**src/sv/gaca_pkg.sv**
```systemverilog
// ============================================================================
// gaca_pkg: shared types and constants of the column annotator
// Result layout, controller commands and status, state codes, register
// indexes and the saturating position add.
// ============================================================================
package gaca_pkg;

   // longest pad run that is held back before it is released as overflow
   localparam logic [5:0] MaxGap = 6'd63;

   // position counters saturate at 2^PosBits - 1, capped at 16 bits
   localparam int PosBits = 16;
   localparam int PosCapBits = (PosBits > 16) ? 16 : PosBits;
   localparam logic [15:0] PosMax = 16'((32'd1 << PosCapBits) - 32'd1);

   localparam logic [7:0] PadSymbolAReset = 8'd42;
   localparam logic [7:0] PadSymbolBReset = 8'd45;

   typedef enum logic {
      CSR_PAD_A = 1'b0,
      CSR_PAD_B = 1'b1
   } csr_index_type;

   typedef enum logic {
      ST_IDLE,
      ST_EMIT
   } state_type;

   typedef struct packed {
      logic [15:0] padded_pos;
      logic [15:0] unpadded_pos;
      logic [15:0] pos_before;
      logic [16:0] pos_after;
      logic [7:0]  out_quality;
      logic        is_pad;
      logic [5:0]  gap_length;
      logic        gap_closed;
      logic        gap_overflow;
   } result_type;

   typedef struct packed {
      logic accept;     // take the input beat and update sequence state
      logic load_out;   // load one result beat into the output register
      logic use_saved;  // generate from the saved plan instead of the new one
      logic advance;    // step the saved plan's result index
   } cmd_type;

   typedef struct packed {
      logic out_free;         // output register empty or draining this cycle
      logic new_has_result;   // the offered beat causes at least one result
      logic new_more;         // the offered beat causes more than one result
      logic saved_last;       // saved plan's current result is its final one
   } status_type;

   function automatic logic [15:0] sat_add(logic [15:0] a, logic [6:0] b);
      logic [16:0] s;
      s = {1'b0, a} + {10'd0, b};
      return (s > {1'b0, PosMax}) ? PosMax : s[15:0];
   endfunction

endpackage

```
**src/sv/gaca_if.sv**
```systemverilog
// ============================================================================
// gaca_if: channel interfaces of the column annotator
// Column input, result output and register write channels, each with a
// source and a sink modport.
// ============================================================================
interface gaca_req_if;
   logic       valid;
   logic       ready;
   logic [7:0] symbol;
   logic [7:0] base_quality;
   logic       seq_end;

   modport source(output valid, output symbol, output base_quality, output seq_end,
                  input ready);
   modport sink(input valid, input symbol, input base_quality, input seq_end,
                output ready);
endinterface

interface gaca_rsp_if;
   logic        valid;
   logic        ready;
   logic [15:0] padded_pos;
   logic [15:0] unpadded_pos;
   logic [15:0] pos_before;
   logic [16:0] pos_after;
   logic [7:0]  out_quality;
   logic        is_pad;
   logic [5:0]  gap_length;
   logic        gap_closed;
   logic        gap_overflow;
   logic        last_of_run;
   logic        last_of_seq;

   modport source(output valid, output padded_pos, output unpadded_pos,
                  output pos_before, output pos_after, output out_quality,
                  output is_pad, output gap_length, output gap_closed,
                  output gap_overflow, output last_of_run, output last_of_seq,
                  input ready);
   modport sink(input valid, input padded_pos, input unpadded_pos,
                input pos_before, input pos_after, input out_quality,
                input is_pad, input gap_length, input gap_closed,
                input gap_overflow, input last_of_run, input last_of_seq,
                output ready);
endinterface

interface gaca_csr_if;
   logic                    valid;
   logic                    ready;
   gaca_pkg::csr_index_type index;
   logic [7:0]              data;

   modport source(output valid, output index, output data, input ready);
   modport sink(input valid, input index, input data, output ready);
endinterface

```
**src/sv/gaca_ctrl.sv**
```systemverilog
// ============================================================================
// gaca_ctrl: sequencing controller
// Accepts a column beat when the output register can take its first result,
// then replays its other results one per cycle while the output is free.
// ============================================================================
module gaca_ctrl (
   input  logic                 clock,
   input  logic                 reset,
   input  logic                 req_valid,
   output logic                 req_ready,
   input  gaca_pkg::status_type status,
   output gaca_pkg::cmd_type    cmd
);

   gaca_pkg::state_type state_ff;
   gaca_pkg::state_type state_in;

   always_ff @(posedge clock) begin
      if (reset) begin
         state_ff <= gaca_pkg::ST_IDLE;
      end else begin
         state_ff <= state_in;
      end
   end

   always_comb begin
      state_in = state_ff;
      case (state_ff)
         gaca_pkg::ST_IDLE: begin
            if (req_valid && status.out_free && status.new_more) begin
               state_in = gaca_pkg::ST_EMIT;
            end
         end
         gaca_pkg::ST_EMIT: begin
            if (status.out_free && status.saved_last) begin
               state_in = gaca_pkg::ST_IDLE;
            end
         end
         default: state_in = gaca_pkg::ST_IDLE;
      endcase
   end

   always_comb begin
      req_ready = 1'b0;
      cmd = '0;
      case (state_ff)
         gaca_pkg::ST_IDLE: begin
            req_ready    = status.out_free;
            cmd.accept   = req_valid && status.out_free;
            cmd.load_out = req_valid && status.out_free && status.new_has_result;
         end
         gaca_pkg::ST_EMIT: begin
            cmd.use_saved = 1'b1;
            cmd.load_out  = status.out_free;
            cmd.advance   = status.out_free;
         end
         default: begin
            req_ready = 1'b0;
            cmd = '0;
         end
      endcase
   end

endmodule

```
**src/sv/gaca_datapath.sv**
```systemverilog
// ============================================================================
// gaca_datapath: sequence state, result generation and output register
// Classifies each column, updates the running counts, builds the plan of
// results that the column releases and forms one result beat at a time.
// ============================================================================
module gaca_datapath (
   input  logic                    clock,
   input  logic                    reset,
   input  gaca_pkg::cmd_type       cmd,
   output gaca_pkg::status_type    status,
   input  logic [7:0]              req_symbol,
   input  logic [7:0]              req_base_quality,
   input  logic                    req_seq_end,
   input  logic                    csr_write,
   input  gaca_pkg::csr_index_type csr_index,
   input  logic [7:0]              csr_data,
   output logic                    rsp_valid,
   input  logic                    rsp_ready,
   output gaca_pkg::result_type    rsp_result,
   output logic                    rsp_last_of_run,
   output logic                    rsp_last_of_seq
);

   // held pads go out first, then the optional tail (a base or an overflow pad)
   typedef struct packed {
      logic [5:0]           held_count;
      logic [15:0]          held_first;
      logic [15:0]          held_before;
      logic [7:0]           held_quality;
      logic [5:0]           held_glen;
      logic                 held_closed;
      logic                 held_ovf;
      logic                 tail_valid;
      gaca_pkg::result_type tail;
      logic                 seq_end;
   } plan_type;

   function automatic logic [6:0] plan_total(plan_type p);
      return {1'b0, p.held_count} + {6'd0, p.tail_valid};
   endfunction

   function automatic gaca_pkg::result_type gen_result(plan_type p, logic [5:0] k);
      gaca_pkg::result_type r;
      if (k < p.held_count) begin
         r.padded_pos   = gaca_pkg::sat_add(p.held_first, {1'b0, k});
         r.unpadded_pos = 16'd0;
         r.pos_before   = p.held_before;
         r.pos_after    = {1'b0, p.held_before} + 17'd1;
         r.out_quality  = p.held_quality;
         r.is_pad       = 1'b1;
         r.gap_length   = p.held_glen;
         r.gap_closed   = p.held_closed;
         r.gap_overflow = p.held_ovf;
      end else begin
         r = p.tail;
      end
      return r;
   endfunction

   function automatic logic gen_last(plan_type p, logic [5:0] k);
      return ({1'b0, k} + 7'd1) == plan_total(p);
   endfunction

   logic [7:0]           pad_a_ff, pad_a_in;
   logic [7:0]           pad_b_ff, pad_b_in;
   logic [7:0]           prior_q_ff, prior_q_in;
   logic [5:0]           pend_ff, pend_in;
   logic [15:0]          base_cnt_ff, base_cnt_in;
   logic [15:0]          col_cnt_ff, col_cnt_in;
   logic [15:0]          run_first_ff, run_first_in;
   logic                 ovf_ff, ovf_in;
   plan_type             plan_ff, plan_new;
   logic [5:0]           idx_ff, idx_in;
   logic                 out_valid_ff, out_valid_in;
   gaca_pkg::result_type out_result_ff;
   logic                 out_last_run_ff;
   logic                 out_last_seq_ff;

   logic                 is_pad;
   logic [15:0]          col_new;
   logic [15:0]          base_new;
   logic [7:0]           min_q;
   gaca_pkg::result_type ovf_pad_res;
   gaca_pkg::result_type base_res;
   plan_type             sel_plan;
   logic [5:0]           sel_idx;
   gaca_pkg::result_type sel_res;
   logic                 sel_last;

   assign is_pad   = (req_symbol == pad_a_ff) || (req_symbol == pad_b_ff);
   assign col_new  = gaca_pkg::sat_add(col_cnt_ff, 7'd1);
   assign base_new = gaca_pkg::sat_add(base_cnt_ff, 7'd1);
   assign min_q    = (prior_q_ff < req_base_quality) ? prior_q_ff : req_base_quality;

   always_comb begin
      ovf_pad_res.padded_pos   = col_new;
      ovf_pad_res.unpadded_pos = 16'd0;
      ovf_pad_res.pos_before   = base_cnt_ff;
      ovf_pad_res.pos_after    = {1'b0, base_cnt_ff} + 17'd1;
      ovf_pad_res.out_quality  = 8'd0;
      ovf_pad_res.is_pad       = 1'b1;
      ovf_pad_res.gap_length   = gaca_pkg::MaxGap;
      ovf_pad_res.gap_closed   = 1'b0;
      ovf_pad_res.gap_overflow = 1'b1;

      base_res.padded_pos   = col_new;
      base_res.unpadded_pos = base_new;
      base_res.pos_before   = base_new;
      base_res.pos_after    = {1'b0, base_new};
      base_res.out_quality  = req_base_quality;
      base_res.is_pad       = 1'b0;
      base_res.gap_length   = 6'd0;
      base_res.gap_closed   = 1'b0;
      base_res.gap_overflow = 1'b0;
   end

   // plan of the offered beat and the sequence state it leaves behind
   always_comb begin
      plan_new.held_count   = 6'd0;
      plan_new.held_first   = run_first_ff;
      plan_new.held_before  = base_cnt_ff;
      plan_new.held_quality = 8'd0;
      plan_new.held_glen    = 6'd0;
      plan_new.held_closed  = 1'b0;
      plan_new.held_ovf     = 1'b0;
      plan_new.tail_valid   = 1'b0;
      plan_new.tail         = ovf_pad_res;
      plan_new.seq_end      = req_seq_end;

      prior_q_in   = prior_q_ff;
      pend_in      = pend_ff;
      base_cnt_in  = base_cnt_ff;
      col_cnt_in   = col_new;
      run_first_in = run_first_ff;
      ovf_in       = ovf_ff;

      if (is_pad) begin
         if (ovf_ff) begin
            plan_new.tail_valid = 1'b1;
         end else if (pend_ff >= gaca_pkg::MaxGap) begin
            // flush the full run and everything after it as overflow
            plan_new.held_count = pend_ff;
            plan_new.held_glen  = gaca_pkg::MaxGap;
            plan_new.held_ovf   = 1'b1;
            plan_new.tail_valid = 1'b1;
            pend_in = 6'd0;
            ovf_in  = 1'b1;
         end else begin
            if (pend_ff == 6'd0) begin
               run_first_in = col_new;
            end
            pend_in = pend_ff + 6'd1;
            if (req_seq_end) begin
               plan_new.held_count = pend_in;
               plan_new.held_first = run_first_in;
               plan_new.held_glen  = pend_in;
            end
         end
      end else begin
         plan_new.held_count   = pend_ff;
         plan_new.held_quality = min_q;
         plan_new.held_glen    = pend_ff;
         plan_new.held_closed  = 1'b1;
         plan_new.tail_valid   = 1'b1;
         plan_new.tail         = base_res;
         pend_in     = 6'd0;
         base_cnt_in = base_new;
         prior_q_in  = req_base_quality;
         ovf_in      = 1'b0;
      end

      if (req_seq_end) begin
         prior_q_in   = 8'd0;
         pend_in      = 6'd0;
         base_cnt_in  = 16'd0;
         col_cnt_in   = 16'd0;
         run_first_in = 16'd0;
         ovf_in       = 1'b0;
      end
   end

   assign sel_plan = cmd.use_saved ? plan_ff : plan_new;
   assign sel_idx  = cmd.use_saved ? idx_ff : 6'd0;
   assign sel_res  = gen_result(sel_plan, sel_idx);
   assign sel_last = gen_last(sel_plan, sel_idx);

   always_comb begin
      status.out_free       = !out_valid_ff || rsp_ready;
      status.new_has_result = plan_total(plan_new) != 7'd0;
      status.new_more       = plan_total(plan_new) > 7'd1;
      status.saved_last     = gen_last(plan_ff, idx_ff);
   end

   always_comb begin
      pad_a_in = pad_a_ff;
      pad_b_in = pad_b_ff;
      if (csr_write) begin
         case (csr_index)
            gaca_pkg::CSR_PAD_A: pad_a_in = csr_data;
            gaca_pkg::CSR_PAD_B: pad_b_in = csr_data;
            default: begin
               pad_a_in = pad_a_ff;
               pad_b_in = pad_b_ff;
            end
         endcase
      end
   end

   always_comb begin
      idx_in = idx_ff;
      if (cmd.accept) begin
         idx_in = 6'd1;
      end else if (cmd.advance) begin
         idx_in = idx_ff + 6'd1;
      end
   end

   always_comb begin
      if (cmd.load_out) begin
         out_valid_in = 1'b1;
      end else if (rsp_ready) begin
         out_valid_in = 1'b0;
      end else begin
         out_valid_in = out_valid_ff;
      end
   end

   always_ff @(posedge clock) begin
      if (reset) begin
         pad_a_ff     <= gaca_pkg::PadSymbolAReset;
         pad_b_ff     <= gaca_pkg::PadSymbolBReset;
         prior_q_ff   <= 8'd0;
         pend_ff      <= 6'd0;
         base_cnt_ff  <= 16'd0;
         col_cnt_ff   <= 16'd0;
         run_first_ff <= 16'd0;
         ovf_ff       <= 1'b0;
         idx_ff       <= 6'd0;
         out_valid_ff <= 1'b0;
      end else begin
         pad_a_ff     <= pad_a_in;
         pad_b_ff     <= pad_b_in;
         idx_ff       <= idx_in;
         out_valid_ff <= out_valid_in;
         if (cmd.accept) begin
            prior_q_ff   <= prior_q_in;
            pend_ff      <= pend_in;
            base_cnt_ff  <= base_cnt_in;
            col_cnt_ff   <= col_cnt_in;
            run_first_ff <= run_first_in;
            ovf_ff       <= ovf_in;
         end
      end
   end

   always_ff @(posedge clock) begin
      if (cmd.accept) begin
         plan_ff <= plan_new;
      end
      if (cmd.load_out) begin
         out_result_ff   <= sel_res;
         out_last_run_ff <= sel_last;
         out_last_seq_ff <= sel_last && sel_plan.seq_end;
      end
   end

   assign rsp_valid       = out_valid_ff;
   assign rsp_result      = out_result_ff;
   assign rsp_last_of_run = out_last_run_ff;
   assign rsp_last_of_seq = out_last_seq_ff;

   a_pend_bound: assert property (@(posedge clock) disable iff (reset)
      (pend_ff <= gaca_pkg::MaxGap) && !(ovf_ff && (pend_ff != 6'd0)))
      else $error("held pad count out of range or held during overflow");

   a_seq_clear: assert property (@(posedge clock) disable iff (reset)
      (cmd.accept && req_seq_end) |=>
         (col_cnt_ff == 16'd0) && (base_cnt_ff == 16'd0) && (pend_ff == 6'd0) && !ovf_ff)
      else $error("sequence state not cleared after end of sequence");

   a_load_free: assert property (@(posedge clock) disable iff (reset)
      cmd.load_out |-> status.out_free)
      else $error("result loaded over a beat that is still waiting");

   a_accept_replay: assert property (@(posedge clock) disable iff (reset)
      cmd.use_saved |-> !cmd.accept)
      else $error("column accepted while replaying a held run");

endmodule

```
**src/sv/gapped_alignment_column_annotator_unit.sv**
```systemverilog
// ============================================================================
// gapped_alignment_column_annotator_unit: padded alignment column annotator
// Top level: controller, datapath and channel wiring.
// ============================================================================
// Takes one padded-alignment column per beat and returns an annotated result
// beat for every column, in order. Pad columns (symbol equal to either pad
// register) are held until the next base or the end of the sequence; a column
// beat then releases the held pads followed by its own result. Results go out
// one per cycle through the single output register while it is free, and a
// pad that is only held yields none, so a stream of bases runs at one column
// per cycle while the output is free. A new column is taken only once the
// previous column's results have all entered the output register.
// Past 63 pads, a run's held pads and each later pad go out as overflow pads.
module gapped_alignment_column_annotator_unit (
   input logic        clock,
   input logic        reset,
   gaca_req_if.sink   req_ch,
   gaca_rsp_if.source rsp_ch,
   gaca_csr_if.sink   csr_ch
);

   gaca_pkg::cmd_type    cmd;
   gaca_pkg::status_type status;
   gaca_pkg::result_type result;
   logic                 req_ready;
   logic                 rsp_valid;
   logic                 last_of_run;
   logic                 last_of_seq;

   gaca_ctrl u_ctrl (
      .clock     (clock),
      .reset     (reset),
      .req_valid (req_ch.valid),
      .req_ready (req_ready),
      .status    (status),
      .cmd       (cmd)
   );

   gaca_datapath u_datapath (
      .clock            (clock),
      .reset            (reset),
      .cmd              (cmd),
      .status           (status),
      .req_symbol       (req_ch.symbol),
      .req_base_quality (req_ch.base_quality),
      .req_seq_end      (req_ch.seq_end),
      .csr_write        (csr_ch.valid),
      .csr_index        (csr_ch.index),
      .csr_data         (csr_ch.data),
      .rsp_valid        (rsp_valid),
      .rsp_ready        (rsp_ch.ready),
      .rsp_result       (result),
      .rsp_last_of_run  (last_of_run),
      .rsp_last_of_seq  (last_of_seq)
   );

   // register writes always complete in one beat
   assign csr_ch.ready = 1'b1;
   assign req_ch.ready = req_ready;

   assign rsp_ch.valid        = rsp_valid;
   assign rsp_ch.padded_pos   = result.padded_pos;
   assign rsp_ch.unpadded_pos = result.unpadded_pos;
   assign rsp_ch.pos_before   = result.pos_before;
   assign rsp_ch.pos_after    = result.pos_after;
   assign rsp_ch.out_quality  = result.out_quality;
   assign rsp_ch.is_pad       = result.is_pad;
   assign rsp_ch.gap_length   = result.gap_length;
   assign rsp_ch.gap_closed   = result.gap_closed;
   assign rsp_ch.gap_overflow = result.gap_overflow;
   assign rsp_ch.last_of_run  = last_of_run;
   assign rsp_ch.last_of_seq  = last_of_seq;

endmodule
```
**src/flat_wrapper.sv**
```systemverilog
// flat-port wrapper written by rule: the top's interface ports become plain ports
module gapped_alignment_column_annotator_unit_flat 
  (clock, reset, req_ch_valid, req_ch_symbol, req_ch_base_quality, req_ch_seq_end, req_ch_ready, rsp_ch_valid, rsp_ch_padded_pos, rsp_ch_unpadded_pos, rsp_ch_pos_before, rsp_ch_pos_after, rsp_ch_out_quality, rsp_ch_is_pad, rsp_ch_gap_length, rsp_ch_gap_closed, rsp_ch_gap_overflow, rsp_ch_last_of_run, rsp_ch_last_of_seq, rsp_ch_ready, csr_ch_valid, csr_ch_index, csr_ch_data, csr_ch_ready);
  gaca_req_if req_ch_i ();
  gaca_rsp_if rsp_ch_i ();
  gaca_csr_if csr_ch_i ();
  input logic clock;
  input logic reset;
  input wire logic [$bits(req_ch_i.valid)-1:0] req_ch_valid;
  input wire logic [$bits(req_ch_i.symbol)-1:0] req_ch_symbol;
  input wire logic [$bits(req_ch_i.base_quality)-1:0] req_ch_base_quality;
  input wire logic [$bits(req_ch_i.seq_end)-1:0] req_ch_seq_end;
  output wire logic [$bits(req_ch_i.ready)-1:0] req_ch_ready;
  output wire logic [$bits(rsp_ch_i.valid)-1:0] rsp_ch_valid;
  output wire logic [$bits(rsp_ch_i.padded_pos)-1:0] rsp_ch_padded_pos;
  output wire logic [$bits(rsp_ch_i.unpadded_pos)-1:0] rsp_ch_unpadded_pos;
  output wire logic [$bits(rsp_ch_i.pos_before)-1:0] rsp_ch_pos_before;
  output wire logic [$bits(rsp_ch_i.pos_after)-1:0] rsp_ch_pos_after;
  output wire logic [$bits(rsp_ch_i.out_quality)-1:0] rsp_ch_out_quality;
  output wire logic [$bits(rsp_ch_i.is_pad)-1:0] rsp_ch_is_pad;
  output wire logic [$bits(rsp_ch_i.gap_length)-1:0] rsp_ch_gap_length;
  output wire logic [$bits(rsp_ch_i.gap_closed)-1:0] rsp_ch_gap_closed;
  output wire logic [$bits(rsp_ch_i.gap_overflow)-1:0] rsp_ch_gap_overflow;
  output wire logic [$bits(rsp_ch_i.last_of_run)-1:0] rsp_ch_last_of_run;
  output wire logic [$bits(rsp_ch_i.last_of_seq)-1:0] rsp_ch_last_of_seq;
  input wire logic [$bits(rsp_ch_i.ready)-1:0] rsp_ch_ready;
  input wire logic [$bits(csr_ch_i.valid)-1:0] csr_ch_valid;
  input wire logic [$bits(csr_ch_i.index)-1:0] csr_ch_index;
  input wire logic [$bits(csr_ch_i.data)-1:0] csr_ch_data;
  output wire logic [$bits(csr_ch_i.ready)-1:0] csr_ch_ready;
  assign req_ch_i.valid = req_ch_valid;
  assign req_ch_i.symbol = req_ch_symbol;
  assign req_ch_i.base_quality = req_ch_base_quality;
  assign req_ch_i.seq_end = req_ch_seq_end;
  assign req_ch_ready = req_ch_i.ready;
  assign rsp_ch_valid = rsp_ch_i.valid;
  assign rsp_ch_padded_pos = rsp_ch_i.padded_pos;
  assign rsp_ch_unpadded_pos = rsp_ch_i.unpadded_pos;
  assign rsp_ch_pos_before = rsp_ch_i.pos_before;
  assign rsp_ch_pos_after = rsp_ch_i.pos_after;
  assign rsp_ch_out_quality = rsp_ch_i.out_quality;
  assign rsp_ch_is_pad = rsp_ch_i.is_pad;
  assign rsp_ch_gap_length = rsp_ch_i.gap_length;
  assign rsp_ch_gap_closed = rsp_ch_i.gap_closed;
  assign rsp_ch_gap_overflow = rsp_ch_i.gap_overflow;
  assign rsp_ch_last_of_run = rsp_ch_i.last_of_run;
  assign rsp_ch_last_of_seq = rsp_ch_i.last_of_seq;
  assign rsp_ch_i.ready = rsp_ch_ready;
  assign csr_ch_i.valid = csr_ch_valid;
  assign csr_ch_i.index = csr_ch_index;
  assign csr_ch_i.data = csr_ch_data;
  assign csr_ch_ready = csr_ch_i.ready;
  gapped_alignment_column_annotator_unit u_core (.clock(clock), .reset(reset), .req_ch(req_ch_i), .rsp_ch(rsp_ch_i), .csr_ch(csr_ch_i));
endmodule
```
**config.mk**
```make
export PLATFORM = sky130hd
export DESIGN_NAME = gapped_alignment_column_annotator_unit_flat
export DESIGN_NICKNAME = d
export VERILOG_FILES = /design/src/sv/gaca_pkg.sv /design/src/sv/gaca_if.sv /design/src/sv/gaca_ctrl.sv /design/src/sv/gaca_datapath.sv /design/src/sv/gapped_alignment_column_annotator_unit.sv /design/src/flat_wrapper.sv
export SDC_FILE = /design/constraint.sdc
export NUM_CORES = 1
export LEC_CHECK = 0
export ABC_AREA = 1
export BUFFER_PORTS_ARGS = -buffer_cell sky130_fd_sc_hd__buf_2
export CAP_MARGIN = 20
export CORE_AREA = 2 2 162 164
export DETAILED_ROUTE_END_ITERATION = 10
export DIE_AREA = 0 0 164 166
export PLACE_DENSITY = 0.82
export REMOVE_ABC_BUFFERS = 1
export SKIP_LAST_GASP = 1
export SLEW_MARGIN = 20
export SYNTH_ARGS = -nofsm -noshare
export SYNTH_HDL_FRONTEND = slang
export SYNTH_SLANG_ARGS = --single-unit
export TNS_END_PERCENT = 5
```
**constraint.sdc**
```tcl
create_clock -name clock -period 12.79 [get_ports clock]
set_clock_uncertainty 0.2 [all_clocks]
set_input_delay 1.279 -clock clock [delete_from_list [all_inputs] [get_ports clock]]
set_output_delay 1.279 -clock clock [all_outputs]
set_load 0.05 [all_outputs]
```
# Word level (Yosys, flattened, before mapping)
# Cells that the tools add are included.
op_classes:
  mul: 0
  bitwise: 2
  mux: 54
  reduce_logical: 19
  n_lt_le_gt_ge: 7
  shifts: 0
  addsub: 11
  div: 0
  n_eq_ne: 8
ops:
  columns: ["op", "count"]
  rows:
  - ["2-to-1 mux 16 bit", 13]
  - ["2-to-1 mux 138 bit", 1]
  - ["2-to-1 mux 82 bit", 1]
  - ["2-to-1 mux 6 bit", 11]
  - ["2-to-1 mux 66 bit", 1]
  - ["adder 16 x 1 -> 17 bit, second input constant", 3]
  - ["> comparator 17 x 16 -> 1 bit, second input constant", 3]
  - ["2-to-1 mux 22 bit", 2]
  - ["2-to-1 mux 8 bit", 4]
  - ["adder 6 x 1 -> 7 bit", 3]
  - ["adder 16 x 6 -> 17 bit", 1]
  - ["2-to-1 mux 1 bit", 17]
  - ["== test 8 bit", 2]
  - ["adder 6 x 1 -> 7 bit, second input constant", 2]
  - ["== test 7 bit", 2]
  - ["adder 6 x 1 -> 6 bit, second input constant", 2]
  - ["less-than comparator 8 bit", 1]
  - ["AND reduction 2 bit", 4]
  - ["> comparator 7 x 1 -> 1 bit, second input constant", 1]
  - ["nonzero test 7 bit", 1]
  - ["greater-or-equal comparator 6 bit, second input constant", 1]
  - ["zero test 6 bit", 1]
  - ["less-than comparator 6 bit", 1]
  - ["inequality test 2 bit, second input constant", 3]
  - ["other kinds (10)", 20]
totals:
  ramBits: 0
  reg_bits: 309
  mem_bits_ro: 0
  out_inout_bits: 87
  latchBits: 0
  n_memories: 0
  word_cells: 142
  in_bits: 31

# Longest topological paths before layout
depth:
  ltp_word: 13
  ltp_mapped: 33
  ltp_nobuf: 32

# Cells and area by module
# Synthesis repeated with hierarchy kept, for this count alone.
hier_totals:
  cells_unflattened: 1923
  area_unflattened_um2: 16034.1
modules_own_cells:
  columns: ["mod", "seq_area_each_um2", "area_each_um2", "n_inst", "cells_per_inst"]
  rows:
  - ["gaca_datapath", 8147.8, 15935.3, 1, 1906]
  - ["gaca_ctrl", 20.0, 87.6, 1, 15]
  - ["gapped_alignment_column_annotator_unit", 0.0, 11.3, 1, 2]

# Worst setup path before layout
# OpenSTA, ideal clock, no wires.
synth_path:
  path_kind: "input to register"
  start: "input port rsp_ch_ready"
  end: "register u_core.u_datapath.out_last_run_ff (netlist: u_core.u_datapath.rsp_last_of_run) (enable)"
  path_stages: 6
  required_ns: 12.132
  t_arrival_ns: 7.311
  slack_ns: 4.821
  n_path_buf: 0
  setup_time_ns: 0.458
  path_cell_list: "nor2_1 > nor2_1 > nand2_1 > inv_1 > nand2_1 > nand3_1"
synth_lines:
  columns: ["item", "line", "rtl"]
  rows:
  - ["start, declared", "flat_wrapper.sv:26", "input wire logic [$bits(rsp_ch_i.ready)-1:0] rsp_ch_ready;"]
  - ["end signal, assigned", "gaca_datapath.sv:262", "out_last_run_ff <= sel_last;"]
  - ["end, declared", "gaca_datapath.sv:76", "logic out_last_run_ff;"]

==> impl.org <==
** Finish
- At the end of the flow, the number of nets in the layout was 2024.
- Share of the core filled with cells in the final layout :: 0.691
- P&R area growth vs syn :: 11.2%
- Layout cells sized above 1 :: 0.132
- Summing all multi-input logic gate instances after layout gives 6610 um^2.
- Across the whole layout, storage elements account for 8170 um^2.
- For this run, the number of standard cells in the final layout without fillers is 2319.
- Total of fill cells in the finished design :: 1987
- ANT cells :: 0
- The finished cells cover 17700 um^2.

** STA
- The worst path needs 5.78 ns of the cycle, external delays included.
- In this run the tightest slew margin relative to its limit is 0.289.
- Final Cycle Share :: 0.452
- Timing would allow up to 173 MHz.
- Setup repair after global routing left no endpoint under its margin.
- Setup total negative slack on the finished layout was measured at 0 ns.
- The final hold violation count was 0.
- Pins over their slew limit :: 0
- Worst Max-Slew Pin Slew :: 1.06 ns
- The tightest hold path in the finished design has a slack of 0.232 ns.
- Setup violations, final :: 0
- Setup WS post-layout :: 7.01 ns

** Logic synthesis
- Flop and latch count out of synthesis :: 301
- Of the post-synthesis cell area, the dominant cell type holds 0.404.
- In this run, synthesis inferred 214 flip-flops with an integrated enable.
- Average cell area after synthesis :: 8.49 um^2
- For this run, the number of Yosys warnings is 0.
- The netlist uses 52 different library cells.
- Cell type contributing the most total cell area after synthesis :: edfxtp_1
- Post-synth top flop :: edfxtp_1
- Count of mapped cells out of synthesis :: 1875
- Async set-reset flop share out of synthesis :: 0
- Summing every instance area after synthesis gives 15900 um^2.
- Area contributors post-synth :: edfxtp_1 40%, nand2_1 11%, dfxtp_1 11%, inv_1 5.0%, nor2_1 3.9%
- The share of the Yosys chip area taken by registers is 0.513.

** Pwr
- In this run the power density over the cells is 207 nW/um^2.
- The design draws 3.67 mW.
- P_leak :: 7.66 nW
- Worst supply voltage drop on vdd :: 0.179 mV

** Placed design
- In this run the cell area measured after placement is 16700 um^2.
- GPL Wtd Cong :: 0.910
- The number of placed instances, taps included, is 2261.
- OpenSTA, run right after detailed placement, puts the worst setup slack at 6.45 ns.
- In this run the tool buffered the top-level ports with 116 buffer cells.
- Estimated wirelength of the detail-placed design :: 25500 um

** Detailed routing
- Vias after detailed routing :: 13300
- The detail route stage leaves a number of antenna-violating nets equal to 0.
- DR iter-0 viols :: 1403
- After detailed routing, the average wire length per cell comes to 16.6 um.
- Final WL :: 38600 um
- DRT Pass-1 Iters :: 6
- DRC errors left :: 0
- Dividing the detail-routed via count by the number of cells gives 5.74.

** GRT
- The via count of the first global-routing pass was 13100.
- Entering global routing, the biggest net connects 86 pins.
- For this run, the total global-route usage over all layers was measured as 0.284.
- Wire length of the first global-routing pass :: 63300 um
- Initial antenna violation count :: 0
- The total overflow left after global routing is 0.

** CTS
- Total number of H-tree levels :: 1
- Clock buffer count from CTS :: 31
- In this run, post-CTS repair resized a total of 0 instances.
- After clock tree synthesis, the clock-pin slew on the worst setup and hold paths is 0.06 ns.
- Deepest clock path buffer count :: 3
- TritonCTS built the clock tree.
- Clock sink count :: 301
- Clock Latency Late Sink :: 0.57 ns
- The number of setup buffers added after CTS is 0.
- Clock tree synthesis selected as its root buffer the cell clkbuf_16.
- CTS Hold Buffers Added :: 0

** Critical path
- The critical path in this run is classified as primary input to flop.
- The worst setup path is launched from a primary input.
- Required @ worst endpoint :: 13.03 ns
- Data arrival time of the worst path :: 6.02 ns
- Kind of end point of the critical path :: flop
- Crit path max fanout :: 22

** Die
- Ports :: 118
- The core region is 25600 um^2.
- Initial cell density of the core :: 0.622
- Site Rows :: 59
- Chip Height :: 166 um
- DIE WIDTH :: 164 um
- The floorplan step defined a die boundary enclosing 27200 um^2.

** Run status
- Result of the run :: completed

** Job
- Max-cap check violation count :: 0

** Hold path
- The worst hold path belongs to the class flop to flop.
synthesized netlist by cell type, types with 5 or more instances:
cell type	count
nand3_1	76
xor2_1	43
mux2i_1	5
o21ai_1	19
nand3_2	13
buf_4	5
or2_2	22
a22oi_1	17
a31oi_2	7
a21oi_1	75
o22ai_1	37
nand4_1	19
nor2_1	166
o21ai_0	122
a31oi_1	16
nand2_1	487
nor4_1	9
o211ai_1	21
nand3b_1	5
buf_1	12
ha_1	33
dfxtp_1	87
nand2_2	13
inv_1	214
xnor2_1	12
buf_2	14
clkbuf_1	44
nor2_2	6
edfxtp_1	214
nor3_1	17
kinds of logic after synthesis:
| kind of cell | after synthesis | share of synthesized area |
|---|---|---|
| DFF | 301 | 0.513 |
| AOI/OAI and AO/OA | 333 | 0.122 |
| muxes | 5 | 0.00314 |
| other | 1 | 0.000235 |
| adders and majority gates | 34 | 0.0272 |
| buffers and inverters | 297 | 0.0732 |
| xor gates and xnor gates | 55 | 0.0302 |
| and+or+nand+nor | 849 | 0.231 |
layout make-up:
class / instances / share of cell area
well taps: 335 / 0.0237
inverters: 220 / 0.0469
clock inverters: 16 / 0.00968
flip-flops and latches: 301 / 0.461
clock buffers: 42 / 0.0473
multi-input cells: 1277 / 0.373
repair buffers: 128 / 0.0381
worst paths after layout:
check | from | to | slack (ns) | depth (start not counted)
setup reg to reg | u_core.u_datapath.pend_ff[0]$_SDFFE_PP0P_ | u_core.u_datapath.rsp_result[76]$_DFFE_PP_ | 7.23 | 24
setup / recovery | req_ch_symbol[2] | u_core.u_datapath.rsp_result[76]$_DFFE_PP_ | 7.01 | 27
hold reg to reg | u_core.u_datapath.base_cnt_ff[7]$_SDFFE_PP0P_ | u_core.u_datapath.plan_ff[107]$_DFFE_PP_ | 0.23 | 0
hold / removal | u_core.u_datapath.base_cnt_ff[7]$_SDFFE_PP0P_ | u_core.u_datapath.plan_ff[107]$_DFFE_PP_ | 0.23 | 0
worst max-delay path, stage by stage:
cell and delay (ns):
buf_2 0.11, inv_1 0.06, nor2_1 0.04, nor4_1 0.27, nand4_1 0.11, nand2_1 0.66
nand2_1 0.24, nor2_1 0.15, buf_4 0.29, inv_1 0.27, nand2_1 0.11, o21ai_0 0.11
nand2_1 0.09, nand2_1 0.06, ha_1 0.35, nand2_1 0.06, o21ai_0 0.31, a21oi_1 0.11
o21ai_0 0.28, nand3_2 0.17, inv_2 0.09, nand2_4 0.06, nor2_4 0.12, nand3_2 0.28
nand3_1 0.16, nand2_1 0.06, nand2_1 0.08
layer usage:
metal | vias up | part of all wire | GRT usage
li1 | 6455 | - | -
met1 | 6186 | 0.42 | 0.392
met2 | 579 | 0.48 | 0.474
met3 | 80 | 0.080 | 0.0302
met4 | 0 | 0.023 | 0.0866
met5 | - | 0 | 0
placed cells by master (no fill, tap or decap), drive strengths merged, types with 2 or more instances in the layout:
cell type,n
a211oi,4
clkinv,12
nor2,176
and2,3
a21oi,78
o211ai,21
nand3b,5
buf,128
nand3,90
mux2i,5
ha,33
nor3,18
o21ai,143
a21boi,2
xnor2,12
a22oi,18
inv,220
edfxtp,214
bufinv,3
clkbuf,42
or2,23
nand2,501
nand4,23
nor4,9
o21a,4
o22ai,37
dfxtp,87
a31oi,23
xor2,43
registers in the layout (all words and copies together) (netlist names):
register and count:
u_core.u_datapath.ovf_ff 1, u_core.u_datapath.pad_a_ff 8, u_core.u_datapath.idx_ff 6, u_core.u_datapath.rsp_last_of_run 1, u_core.u_datapath.base_cnt_ff 16, u_core.u_ctrl.state_ff 1, u_core.u_datapath.col_cnt_ff 16, u_core.u_datapath.pend_ff 6
u_core.u_datapath.prior_q_ff 8, u_core.u_datapath.rsp_last_of_seq 1, u_core.u_datapath.plan_ff 130, u_core.u_datapath.rsp_valid 1, u_core.u_datapath.pad_b_ff 8, u_core.u_datapath.rsp_result 82, u_core.u_datapath.run_first_ff 16
where the power goes:
group	total [mW]	internal, mW	switching, mW
combinational	1.34	0.298	1.04
clock	0.904	0.520	0.383
sequential	1.42	1.34	0.0835
(Power assumes the default switching activity.)
